**config.mk**
```make
export PLATFORM = sky130hd
export DESIGN_NAME = iwtf_ctrl
export DESIGN_NICKNAME = d
export VERILOG_FILES = /design/src/iwtf_pkg.sv /design/src/iwtf_ctrl.sv
export SDC_FILE = /design/constraint.sdc
export NUM_CORES = 1
export LEC_CHECK = 0
export ABC_AREA = 0
export BUFFER_PORTS_ARGS = -buffer_cell sky130_fd_sc_hd__buf_2
export CAP_MARGIN = 0
export CORE_UTILIZATION = 41
export DETAILED_ROUTE_END_ITERATION = 16
export HOLD_SLACK_MARGIN = 0.06
export MAX_ROUTING_LAYER = met4
export PLACE_DENSITY = 0.71
export SYNTH_ARGS = -nofsm -noshare
export SYNTH_HDL_FRONTEND = slang
export SYNTH_SLANG_ARGS = --single-unit
```
**constraint.sdc**
```tcl
create_clock -name i_clk -period 2.2 [get_ports i_clk]
set_input_delay 0.44 -clock i_clk [delete_from_list [all_inputs] [get_ports i_clk]]
set_output_delay 0.44 -clock i_clk [all_outputs]
set_load 0.02 [all_outputs]
```
**src/iwtf_pkg.sv**
```systemverilog
`timescale 1ns / 1ps
// ----------------------------------------------------------------------------
// iwtf_pkg: shared types and constants
// Widths, register indexes, CORDIC table and controller/datapath command types.
// ----------------------------------------------------------------------------
package iwtf_pkg;

    localparam int CordicStepsDef = 16;
    localparam int CordicStepsMax = 24;

    localparam logic [2:0] REG_AX_OFF = 3'd0;
    localparam logic [2:0] REG_AY_OFF = 3'd1;
    localparam logic [2:0] REG_AZ_OFF = 3'd2;
    localparam logic [2:0] REG_GX_OFF = 3'd3;
    localparam logic [2:0] REG_GY_OFF = 3'd4;
    localparam logic [2:0] REG_GZ_OFF = 3'd5;
    localparam logic [2:0] REG_WINDOW = 3'd6;

    localparam logic [9:0] WindowReset = 10'd156;

    // atan(2^-i) in Q.16 degrees
    function automatic logic signed [23:0] atan_lut(input logic [4:0] idx);
        logic signed [23:0] r;
        begin
            case (idx)
                5'd0:  r = 24'sd2949120;
                5'd1:  r = 24'sd1740967;
                5'd2:  r = 24'sd919879;
                5'd3:  r = 24'sd466945;
                5'd4:  r = 24'sd234379;
                5'd5:  r = 24'sd117304;
                5'd6:  r = 24'sd58666;
                5'd7:  r = 24'sd29335;
                5'd8:  r = 24'sd14668;
                5'd9:  r = 24'sd7334;
                5'd10: r = 24'sd3667;
                5'd11: r = 24'sd1833;
                5'd12: r = 24'sd917;
                5'd13: r = 24'sd458;
                5'd14: r = 24'sd229;
                5'd15: r = 24'sd115;
                5'd16: r = 24'sd57;
                5'd17: r = 24'sd29;
                5'd18: r = 24'sd14;
                5'd19: r = 24'sd7;
                5'd20: r = 24'sd4;
                5'd21: r = 24'sd2;
                5'd22: r = 24'sd1;
                default: r = 24'sd0;
            endcase
            return r;
        end
    endfunction

    // controller -> datapath
    typedef struct packed {
        logic load;        // capture input item, add offsets, update sums
        logic gyro_mul;    // form gyro products
        logic gyro_div;    // one divide-by-1000 step
        logic cor_init;    // start CORDIC for current angle
        logic cor_step;    // one CORDIC iteration
        logic cor_done;    // store current angle
        logic cor_sel;     // 0: pitch, 1: roll
        logic fuse_mul;    // fusion products for angle cor_sel
        logic fuse_add;    // fusion sum, derivative update
        logic cnt_inc;     // bump sample count, decide emit
        logic mean_init;   // start mean computation for field mean_idx
        logic mean_mul;    // sum*100
        logic mean_step;   // one divide step
        logic mean_done;   // store mean field
        logic [2:0] mean_idx;
        logic clear;       // clear window sums
    } t_cmd;

    // datapath -> controller
    typedef struct packed {
        logic emit;        // window full
        logic div_last;    // divider on last step
        logic cor_last;    // CORDIC on last step
    } t_sts;

endpackage

```
**src/iwtf_ctrl.sv**
```systemverilog
`timescale 1ns / 1ps
// ----------------------------------------------------------------------------
// iwtf_ctrl: sequencer
// Steps one sample through gyro integration, two CORDIC runs, fusion and,
// at window end, eight serial divides.
// ----------------------------------------------------------------------------
module iwtf_ctrl (
    input  logic          i_clk,
    input  logic          i_rst_n,
    input  logic          i_in_fire,
    input  logic          i_out_free,
    input  iwtf_pkg::t_sts i_sts,
    output iwtf_pkg::t_cmd o_cmd,
    output logic          o_busy,
    output logic          o_result
);
    import iwtf_pkg::*;

    localparam logic [3:0] S_IDLE  = 4'd0;
    localparam logic [3:0] S_GMUL  = 4'd1;
    localparam logic [3:0] S_GDIV  = 4'd2;
    localparam logic [3:0] S_CINIT = 4'd3;
    localparam logic [3:0] S_CSTEP = 4'd4;
    localparam logic [3:0] S_CDONE = 4'd5;
    localparam logic [3:0] S_FMUL  = 4'd6;
    localparam logic [3:0] S_FADD  = 4'd7;
    localparam logic [3:0] S_CNT   = 4'd8;
    localparam logic [3:0] S_DEC   = 4'd9;
    localparam logic [3:0] S_MINIT = 4'd10;
    localparam logic [3:0] S_MMUL  = 4'd11;
    localparam logic [3:0] S_MSTEP = 4'd12;
    localparam logic [3:0] S_MDONE = 4'd13;
    localparam logic [3:0] S_WAIT  = 4'd14;

    logic [3:0] r_state, n_state;
    logic       r_sel, n_sel;
    logic [2:0] r_idx, n_idx;
    logic       w_res;

    always_comb begin
        n_state = r_state;
        n_sel   = r_sel;
        n_idx   = r_idx;
        w_res   = 1'b0;
        o_cmd   = '0;
        o_cmd.cor_sel  = r_sel;
        o_cmd.mean_idx = r_idx;
        case (r_state)
            S_IDLE: begin
                if (i_in_fire) begin
                    o_cmd.load = 1'b1;
                    n_state = S_GMUL;
                end
            end
            S_GMUL: begin
                o_cmd.gyro_mul = 1'b1;
                n_state = S_GDIV;
            end
            S_GDIV: begin
                o_cmd.gyro_div = 1'b1;
                if (i_sts.div_last) begin
                    n_sel = 1'b0;
                    n_state = S_CINIT;
                end
            end
            S_CINIT: begin
                o_cmd.cor_init = 1'b1;
                n_state = S_CSTEP;
            end
            S_CSTEP: begin
                o_cmd.cor_step = 1'b1;
                if (i_sts.cor_last) begin
                    n_state = S_CDONE;
                end
            end
            S_CDONE: begin
                o_cmd.cor_done = 1'b1;
                n_state = S_FMUL;
            end
            S_FMUL: begin
                o_cmd.fuse_mul = 1'b1;
                n_state = S_FADD;
            end
            S_FADD: begin
                o_cmd.fuse_add = 1'b1;
                if (r_sel) begin
                    n_state = S_CNT;
                end else begin
                    n_sel = 1'b1;
                    n_state = S_CINIT;
                end
            end
            S_CNT: begin
                o_cmd.cnt_inc = 1'b1;
                n_state = S_DEC;
            end
            S_DEC: begin
                if (i_sts.emit) begin
                    n_idx = 3'd0;
                    n_state = S_MINIT;
                end else begin
                    n_state = S_IDLE;
                end
            end
            S_MINIT: begin
                o_cmd.mean_init = 1'b1;
                n_state = S_MMUL;
            end
            S_MMUL: begin
                o_cmd.mean_mul = 1'b1;
                n_state = S_MSTEP;
            end
            S_MSTEP: begin
                o_cmd.mean_step = 1'b1;
                if (i_sts.div_last) begin
                    n_state = S_MDONE;
                end
            end
            S_MDONE: begin
                o_cmd.mean_done = 1'b1;
                if (r_idx == 3'd7) begin
                    n_state = S_WAIT;
                end else begin
                    n_idx = r_idx + 3'd1;
                    n_state = S_MINIT;
                end
            end
            S_WAIT: begin
                if (i_out_free) begin
                    o_cmd.clear = 1'b1;
                    w_res = 1'b1;
                    n_state = S_IDLE;
                end
            end
            default: n_state = S_IDLE;
        endcase
    end

    always_ff @(posedge i_clk) begin
        if (!i_rst_n) begin
            r_state <= S_IDLE;
            r_sel   <= 1'b0;
            r_idx   <= 3'd0;
        end else begin
            r_state <= n_state;
            r_sel   <= n_sel;
            r_idx   <= n_idx;
        end
    end

    assign o_busy   = (r_state != S_IDLE);
    assign o_result = w_res;
endmodule

```
Word-level counts from Yosys, hierarchy flattened
Cells that the tools add are included.
{"block": "op_classes", "n_reduce_logical": 7, "eq_ne": 22, "mux": 30, "n_addsub": 1}
{"operator": "$pmux 4 s15", "count": 1}
{"operator": "$eq 4x4->1 const B", "count": 7}
{"operator": "$mux 4", "count": 7}
{"operator": "$mux 1", "count": 17}
{"operator": "$eq 4x3->1 const B", "count": 4}
{"operator": "$ne 2x2->1 const B", "count": 7}
{"operator": "$mux 3", "count": 3}
{"operator": "$eq 4x2->1 const B", "count": 2}
{"operator": "$pmux 3 s2", "count": 1}
{"operator": "$reduce_and 5->1", "count": 1}
{"operator": "$eq 4x1->1 const B", "count": 1}
{"operator": "$logic_not 4->1", "count": 1}
{"operator": "$reduce_bool 2->1", "count": 2}
{"operator": "$reduce_bool 4->1", "count": 1}
{"operator": "$add 3x1->3 const B", "count": 1}
{"operator": "$eq 3x3->1 const B", "count": 1}
{"operator": "$reduce_and 3->1", "count": 1}
{"operator": "$pmux 1 s2", "count": 1}
{"operator": "$reduce_and 2->1", "count": 1}
{"block": "totals", "elab_cells": 63, "input_bits": 7, "register_bits": 8, "output_inout_bits": 20}

Logic depth before layout (Yosys ltp)
{"block": "logic_depth", "word_depth": 3, "mapped_depth": 6, "mapped_depth_nobuf": 5}

Least setup slack after synthesis
Ideal clock, no wire load.
{"block": "synth_timing", "path_type": "register to output", "startpoint": "reg r_state[1]", "endpoint": "out o_cmd[0] in the netlist's numbering", "path_stages_with_launch": 5, "required_time_ps": 1760, "path_buffers": 2, "slack_ps": 279, "arrival_ps": 1481, "cell_sequence": "dfxtp_1 buf_2 nand2_1 nor3_1 buf_4"}
{"block": "synth_between", "elab_chain_len": 2}
{"item": "start: declaration", "line_no": "iwtf_ctrl.sv:35", "rtl": "logic [3:0] r_state, n_state;"}
{"item": "start signal: assignment", "line_no": "iwtf_ctrl.sv:145", "rtl": "r_state <= n_state;"}
{"item": "$eq 4x4->1"}
{"item": "$mux 1"}
{"item": "end: declaration", "line_no": "iwtf_ctrl.sv:13", "rtl": "output iwtf_pkg::t_cmd o_cmd,"}
No other way between the ends.

Worst setup path in the final report
{"block": "layout_timing", "startpoint": "reg r_state[1]", "endpoint": "out o_result"}
{"block": "layout_between", "elab_chain_len": 2}
{"item": "$eq 4x4->1", "line_no": "iwtf_ctrl.sv:48", "rtl": "case (r_state)"}
{"item": "$mux 1", "line_no": "iwtf_ctrl.sv:48"}
{"item": "end: declaration", "line_no": "iwtf_ctrl.sv:15", "rtl": "output logic o_result"}
No other way between the ends.

==> out/qor.yml <==
grt:
  antenna_found_initial: 0
  grt_start_max_net_pins: 15
  grt_pass1_vias: 598
  grt_pass1_wl_mm: 2.580
  grt-ovfl-total: 0
  grtUsageTotal_pct: 19.06
sta:
  clock_skew_ns: 0.004186
  rsz0062_at_grt: "false"
  max-slew-margin-rel_pct: 70.36
  final.setup.worst_slack_ns: 0.1898
  fin_tns_setup_ns: 0
  setup_violations: 0
  max_freq_mhz: 497.5
  worst_pin_slew_ns: 0.4440
  maxSlewViolCount: 0
  final_hold_viol_count: 0
  hold_slack_ns: 0.4725
  fin_crit_sh_pct: 91.37
  period_needed_ns: 2.010
logic_synthesis:
  synth_top_area_share_pct: 24.90
  seq_area_frac_synth_pct: 24.90
  synth.distinct_cells: 33
  yosys-top-cells-area: "dfxtp_1, nand2_1, nor2_1"
  ys_warn_count: 0
  avgSynthCellArea_um2: 7.146
  syn_area_um2: 643.1
  synth_fp_nets: 99
  synth_seq_cells: 8
  synthesis.instances: 90
  yosysTopAreaCell: "dfxtp_1"
clocking:
  post_cts_buffers: 0
  cts_buffers: 3
  clock_sinks: 8
  clockBufferDepth: 2
  cts_hold_buf: 0
  clk_latency_ns: 0.26
  cts_tree: "done"
  cts-root-buf: "clkbuf_4"
  cts_htree_levels: 1
  clkTransAtPathRegs_ns: 0.06
  postCtsResizedCells: 0
setup_path:
  critical_path_class: "reg -> out"
  start_kind: "flop"
  cp.arrival_ns: 1.57
  worstPathMaxFanout: 14
  reg2reg_from: "r_state[0]$_SDFFE_PN0P_"
  reg2reg_slack_ns: 0.40
  r2r_cells: 4
  worst_path_largest_cell_delay_ns: 0.59
  crit_slowest_cell: "dfxtp_1"
  worstPathRequired_ns: 1.76
  worst_setup_path_end_kind: "output pin"
  r2r-end: "r_idx[0]$_SDFFE_PN0P_"
  path_cells: "nand2_1 -> nor3_1 -> buf_2"
run:
  maxCapViolations: 0
power_and_ir_drop:
  comb_power_share_pct: 47.3
  p_switching_mw: 0.3093
  ir_drop_v: 0.0005190
  power_frac_seq_pct: 35.2
  switching_share_pct: 46.96
  p_total_mw: 0.6587
  p_int_mw: 0.3494
  pwr-share-clk_pct: 17.6
  p_per_area_nw_per_um2: 847.7
  p_leak_nw: 0.3576
route:
  drc_errors: 0
  wl_per_cell_um: 11.73
  dr.pass1.iters: 4
  wl_mm: 1.490
  drtIter0Drc: 20
  via_per_inst: 5.614
  ant_nets: 0
  vias: 713
min_path:
  worstHoldEndpoint: "r_idx[1]$_SDFFE_PN0P_"
  hold_path_depth: 2
  hold_class: "reg -> reg"
  worstHoldStart: "r_idx[1]$_SDFFE_PN0P_"
layout:
  layout-drive-gt1-share_pct: 28.57
  final_common_cell: "buf_2"
  area_delta_synth_final_pct: 20.82
  nFillCells: 144
  multi_input_area_um2: 426.7
  antennaDiodeCount: 0
  fin_nets: 123
  seq_area_um2: 160.2
  mostFrequentLayoutCells: "buf_2, nand2_1, nor2_1"
placed_design:
  gp_congestion: 0.8568
  detailedPlace.worstSlack_ns: 0.4189
  hpwl_mm: 1.112
  numPortBuffers: 26
floorplanning:
  die_h_um: 41.61
  std_cell_rows: 13
  dieArea_um2: 1731
  core_um2: 1383
  ios: 27
  start_util_pct: 46.52
  die_w_um: 41.61
outcome:
  status: "complete, no violations"
==> state kept, by name, summed over array words and instances (netlist names) <==
signal   cells
r_idx        3
r_sel        1
r_state      4
==> worst max path at each step <==
stage	startpoint	to	slack, ns	cells past startpoint
final	r_state[1]$_SDFFE_PN0P_	o_result	0.19	3
after floorplan	r_state[1]$_SDFFE_PN0P_	o_cmd[0]	0.28	4
after CTS	r_state[1]$_SDFFE_PN0P_	o_result	0.20	3
after detailed placement	r_idx[0]$_SDFFE_PN0P_	r_idx[0]$_SDFFE_PN0P_	0.42	5
after global placement	r_state[0]$_SDFFE_PN0P_	r_idx[0]$_SDFFE_PN0P_	0.46	4
after global routing	r_state[1]$_SDFFE_PN0P_	o_cmd[0]	0.09	3
==> power by group through the flow <==
stage                     Clock (mW)  Combinational [mW]  Sequential [mW]
after global placement             0               0.308            0.234
after CTS                      0.121               0.313            0.231
after floorplan                    0               0.279            0.183
after detailed placement           0               0.311            0.233
after global routing           0.130               0.344            0.238
final                          0.116               0.311            0.232
==> cell type report <==
cell class / count / share of cell area [%]
clock buffer: 3 / 2.899
inverter: 3 / 1.449
multi-input combinational: 71 / 54.91
sequential: 8 / 20.61
tap: 15 / 2.415
timing repair buffer: 27 / 17.71
==> logic make-up (layout without fill, tap and decap cells) <==
family                   count (synthesis)  in the layout  share of synthesized area (%)
flip-flops                               8              8                          24.90
AND/OR/NAND/NOR                         47             47                          36.97
adder cells (fa/ha/maj)                  2              2                          3.890
multiplexers                             3              3                          4.669
buffers and inverters                   11             33                          8.754
AO/OA/AOI/OAI                           19             19                          20.82
==> through the flow <==
stage / utilization (%) / cells / instance area (um^2)
finish: 56.20 / 127 / 777.0
global route: 56.20 / 127 / 777.0
CTS: 56.20 / 127 / 777.0
detailed placement: 54.57 / 124 / 754.5
global placement: 54.57 / 124 / 754.5
floorplan: - / 90 / 643.1
==> routing by layer <==
metal  vias to the layer above  part of all wire [%]  track usage [%]
li1                        364                     -                -
met1                       318                    48            25.80
met2                        29                    44            25.62
met3                         2                   6.7            4.783
met4                         0                   1.3            10.32
met5                         -                     0                -
==> critical path: cells and delay by family (launching register included) <==
family	cells	cell delay [ns]
flip-flops	1	0.59
AND/OR/NAND/NOR	2	0.52
buffers and inverters	1	0.20
==> synth_stat cells (all sizes together) <==
cell type,count
inv,3
nand3,1
and2,1
o21ai,4
nand2,13
nor2,11
a21boi,3
a2111o,1
a221oi,1
nand3b,1
or4,1
o211ai,1
o22ai,1
nor3,9
mux2i,3
o311a,1
a211oi,1
and4b,1
or3b,1
o2bb2ai,1
or2,2
dfxtp,8
a21oi,3
ha,2
and3,2
o221ai,1
clkbuf,2
buf,6
nand2b,4
o21bai,1
(Power assumes the default switching activity.)
